**src/hufb_pkg.sv**
```systemverilog
// ----------------------------------------------------------------------------
// Huffman tree builder package
// Types, codes and widths shared by the controller, datapath and checker.
// ----------------------------------------------------------------------------
package hufb_pkg;

    localparam int MODE_W = 2;
    localparam int SYM_W  = 8;
    localparam int LEAF_W = 24;
    localparam int NODE_W = 9;
    localparam int CNT_W  = 32;
    localparam int STAT_W = 2;
    localparam int IDX_W  = 9;
    localparam int MRG_W  = 8;

    localparam logic [MODE_W-1:0] MODE_CLEAR = 2'd0;
    localparam logic [MODE_W-1:0] MODE_LOAD  = 2'd1;
    localparam logic [MODE_W-1:0] MODE_MERGE = 2'd2;

    localparam logic [STAT_W-1:0] ST_OK        = 2'd0;
    localparam logic [STAT_W-1:0] ST_FULL      = 2'd1;
    localparam logic [STAT_W-1:0] ST_LOW_ROOTS = 2'd2;

    typedef struct packed {
        logic [MODE_W-1:0] mode;
        logic [SYM_W-1:0]  symbol;
        logic [LEAF_W-1:0] leaf_count;
    } item_t;

    typedef struct packed {
        logic [STAT_W-1:0] status;
        logic [NODE_W-1:0] left_node;
        logic [NODE_W-1:0] right_node;
        logic [SYM_W-1:0]  left_symbol;
        logic [SYM_W-1:0]  right_symbol;
        logic [NODE_W-1:0] new_node;
        logic [CNT_W-1:0]  merged_count;
        logic [IDX_W-1:0]  roots_left;
    } result_t;

    typedef struct packed {
        logic [NODE_W-1:0] id;
        logic [CNT_W-1:0]  cnt;
    } root_t;

    typedef struct packed {
        logic capture;
        logic decode;
        logic scan;
        logic merge;
        logic sym_l;
        logic sym_r;
        logic shift;
        logic publish;
    } ctl_cmd_t;

    typedef struct packed {
        logic merge_go;
        logic scan_done;
        logic shift_done;
        logic out_free;
    } ctl_sts_t;

endpackage

```
**src/hufb_ctrl.sv**
```systemverilog
// ----------------------------------------------------------------------------
// Huffman tree builder controller
// Sequences decode, minimum scan, merge, symbol lookup, list shift and result.
// ----------------------------------------------------------------------------
module hufb_ctrl (
    input  logic               clk,
    input  logic               rst_n,
    input  logic               item_valid,
    output logic               item_stall,
    input  hufb_pkg::ctl_sts_t sts,
    output hufb_pkg::ctl_cmd_t cmd
);

    localparam logic [2:0] S_IDLE   = 3'd0;
    localparam logic [2:0] S_DECODE = 3'd1;
    localparam logic [2:0] S_SCAN   = 3'd2;
    localparam logic [2:0] S_MERGE  = 3'd3;
    localparam logic [2:0] S_SYML   = 3'd4;
    localparam logic [2:0] S_SYMR   = 3'd5;
    localparam logic [2:0] S_SHIFT  = 3'd6;
    localparam logic [2:0] S_FINISH = 3'd7;

    logic [2:0] state_reg;
    logic [2:0] state_next;

    always_ff @(posedge clk or negedge rst_n)
    begin
        if (!rst_n)
        begin
            state_reg <= S_IDLE;
        end
        else
        begin
            state_reg <= state_next;
        end
    end

    always_comb
    begin
        state_next  = state_reg;
        cmd         = '0;
        unique case (state_reg)
            S_IDLE:
            begin
                cmd.capture = item_valid;
                if (item_valid)
                begin
                    state_next = S_DECODE;
                end
            end
            S_DECODE:
            begin
                cmd.decode = 1'b1;
                state_next = sts.merge_go ? S_SCAN : S_FINISH;
            end
            S_SCAN:
            begin
                cmd.scan = 1'b1;
                if (sts.scan_done)
                begin
                    state_next = S_MERGE;
                end
            end
            S_MERGE:
            begin
                cmd.merge  = 1'b1;
                state_next = S_SYML;
            end
            S_SYML:
            begin
                cmd.sym_l  = 1'b1;
                state_next = S_SYMR;
            end
            S_SYMR:
            begin
                cmd.sym_r  = 1'b1;
                state_next = S_SHIFT;
            end
            S_SHIFT:
            begin
                cmd.shift = 1'b1;
                if (sts.shift_done)
                begin
                    state_next = S_FINISH;
                end
            end
            S_FINISH:
            begin
                cmd.publish = sts.out_free;
                if (sts.out_free)
                begin
                    state_next = S_IDLE;
                end
            end
            default:
            begin
                state_next = S_IDLE;
            end
        endcase
    end

    assign item_stall = (state_reg != S_IDLE);

endmodule

```
**config.mk**
```make
export PLATFORM = sky130hd
export DESIGN_NAME = hufb_ctrl
export DESIGN_NICKNAME = d
export VERILOG_FILES = /design/src/hufb_pkg.sv /design/src/hufb_ctrl.sv
export SDC_FILE = /design/constraint.sdc
export NUM_CORES = 1
export LEC_CHECK = 0
export BUFFER_PORTS_ARGS = -buffer_cell sky130_fd_sc_hd__buf_2
export CAP_MARGIN = 20
export CORE_AREA = 2 2 39 41
export CTS_CLUSTER_SIZE = 10
export DETAILED_ROUTE_END_ITERATION = 10
export DIE_AREA = 0 0 41 43
export GPL_TIMING_DRIVEN = 0
export PLACE_DENSITY = 0.54
export SYNTH_ARGS = -nofsm -noshare
export SYNTH_HDL_FRONTEND = slang
export SYNTH_SLANG_ARGS = --single-unit
```
**constraint.sdc**
```tcl
create_clock -name clk -period 1.8 [get_ports clk]
set_input_delay 0.45 -clock clk [delete_from_list [all_inputs] [get_ports clk]]
set_output_delay 0.45 -clock clk [all_outputs]
set_load 0.01 [all_outputs]
```
==> results.py <==
metrics = {
    "routing": {
        "topRoutingLayerUsed": "met3",
        "vias": 295,
        "drt-pass1-iter-count": 2,
        "wirelength_met1_um": 266,
        "ant_nets": 0,
        "wl_met2_um": 346,
        "vias_per_cell": 4.214,
        "drt_iter0_drc": 1,
        "wirelength_um": 655,
        "drc_errors": 0,
        "avgRoutedWirePerCell_um": 9.357,
        "dr_wl_met3_um": 41,
    },
    "worst_setup_path": {
        "endpoint": "cmd[7]",
        "rr_worst_depth": 5,
        "end_kind": "primary output",
        "cp-start-kind": "register",
        "worstPathMaxFanout": 3,
        "arrival_ps": 1250,
        "required_ps": 1350,
        "r2r_slack_ps": 280,
        "r2r_end": "state_reg[1]",
        "crit_path_start": "state_reg[0]",
        "r2r-start": "state_reg[0]",
        "critical_path_class": "register to primary output",
    },
    "timing": {
        "fin_hold_ws_ps": 538.7,
        "slew_violations": 0,
        "setup_viol": 0,
        "worst_slew_pin_slew_ps": 254.3,
        "post-route-period-util": 0.9453,
        "max_slew_margin": 0.8289,
        "setup_tns_ps": 0,
        "skew_ps": 0.8635,
        "rsz0062_at_grt": "false",
        "hold_violations": 0,
        "min_period_ps": 1701,
        "fmax_mhz": 587.7,
    },
    "layout": {
        "post-route-util": 0.3291,
        "drive_gt1_frac": 0.4630,
        "final_nets": 66,
        "largest_reg_flops": 3,
        "layout_commonest_cell": "buf_2",
        "antennaDiodeCount": 0,
        "stdcell_area_um2": 455.4,
        "layout_common_cells": "16 x buf_2, 4 x inv_1, 4 x nor2_1",
        "syn2layout_area_growth_pct": 42.75,
    },
    "logic_synthesis": {
        "synth-edff-count": 0,
        "syn_nets": 45,
        "ys_ff_latch": 3,
        "synth_seq_area_share": 0.2353,
        "synth_cell_types": 17,
        "syn-instance-count": 34,
        "yosysWarnings": 0,
        "ys.flop_type": "dfrtp_1",
        "synthesis.area_um2": 319.1,
        "avgSynthCellArea_um2": 9.384,
        "ys_async_sr_fraction": 1.000,
    },
    "clocking": {
        "path_clk_slew_ps": 40,
        "clk_path_buf_depth": 2,
        "postCtsSetupBuffers": 0,
        "cts_tree": "yes",
        "cts.sinks": 3,
        "htreeDepth": 1,
        "cts_buffers": 3,
        "clk_latency_ps": 230,
        "cts_root_buffer": "clkbuf_4",
    },
    "floorplan": {
        "start_util": 0.2306,
        "die_width_um": 41,
        "pin_count": 16,
        "die_height_um": 43,
        "die_area_mm2": 0.001763,
        "rows": 14,
        "core_area_mm2": 0.001384,
    },
    "status": {
        "status": "finished clean",
    },
    "placement": {
        "dp_hpwl_um": 542.7,
        "post_dp_cell_area_um2": 414.1,
        "portBuffers": 15,
        "globalplace.congestion": 0.6816,
    },
    "global_route": {
        "grt_pass1_wl_um": 993,
        "grt_antenna_before_repair": 0,
        "grt_max_degree": 11,
        "grt_pass1_vias": 271,
        "grt_use_total": 0.08826,
        "gr-total-overflow": 0,
    },
    "power": {
        "vdd_drop_max_mv": 0.4528,
        "power_density_mw_per_mm2": 1773,
        "power_w": 0.0008075,
        "leakage_nw": 0.2504,
    },
    "hold_path": {
        "hold_class": "primary input to async pin",
    },
    "flow_run": {
        "drv_cap": 0,
    },
}
[power breakdown]
| part | total [W] | switching, W | internal [W] |
|---|---|---|---|
| sequential | 0.000148 | 0.0000415 | 0.000107 |
| clock | 0.000118 | 0.0000353 | 0.0000831 |
| combinational | 0.000541 | 0.000249 | 0.000292 |
| total | 0.000807 | 0.000326 | 0.000482 |
[stage by stage]
stage	setup WS, ps	cells
5_1_grt	9.684	70
3_5_place_dp	289.0	65
4_1_cts	73.78	69
3_3_place_gp	299.8	65
2_1_floorplan	316.6	34
6_report	98.51	70
[per-layer routing]
layer  GRT usage  vias to the layer above
met3     0.04712                        0
met4     0.06000                        0
met5           0                        -
met1     0.07372                      133
li1            -                      154
met2      0.1469                        8
[synth_stat cells (all sizes together), types with 2 or more instances]
library cell,n,area share
dfrtp,3,0.24
and2,3,0.059
nor2b,2,0.039
inv,4,0.047
nor2,4,0.047
nand2b,2,0.039
ha,4,0.16
mux2,3,0.14
[what timing repair did]
item,4_1_cts,5_1_grt
hold endpoints to repair,0,2
hold buffers,0,1
gates resized for setup,0,2
setup endpoints to repair,0,1
[cell type report]
cell class	instances	area, um2
buffer	1	5.005
clock buffer	4	26.28
fill	148	928.4
inverter	4	15.01
multi-input combinational	26	229.0
sequential	3	75.07
tap	16	20.02
timing repair buffer	16	85.08
[critical path: stages, from the launching register on]
cell,delay (ps)
dfrtp_1,400
inv_1,110
ha_1,190
nand2b_1,100
nor2_1,90
buf_2,130
[how the worst min path moves through the flow]
stage | startpoint | endpoint
after floorplan | rst_n | state_reg[0]
after global placement | rst_n | state_reg[0]
after detailed placement | rst_n | state_reg[0]
after CTS | rst_n | state_reg[2]
after global routing | rst_n | state_reg[0]
final | rst_n | state_reg[2]
[cells by family after synthesis]
group,count (synthesis),synth area share
fa+ha+maj,4,0.1569
compound gates,2,0.08629
flops,3,0.2353
mux,4,0.1725
simple gates,16,0.2863
buf+inv,5,0.06272
Note: power is estimated with default switching activity, not from simulation.
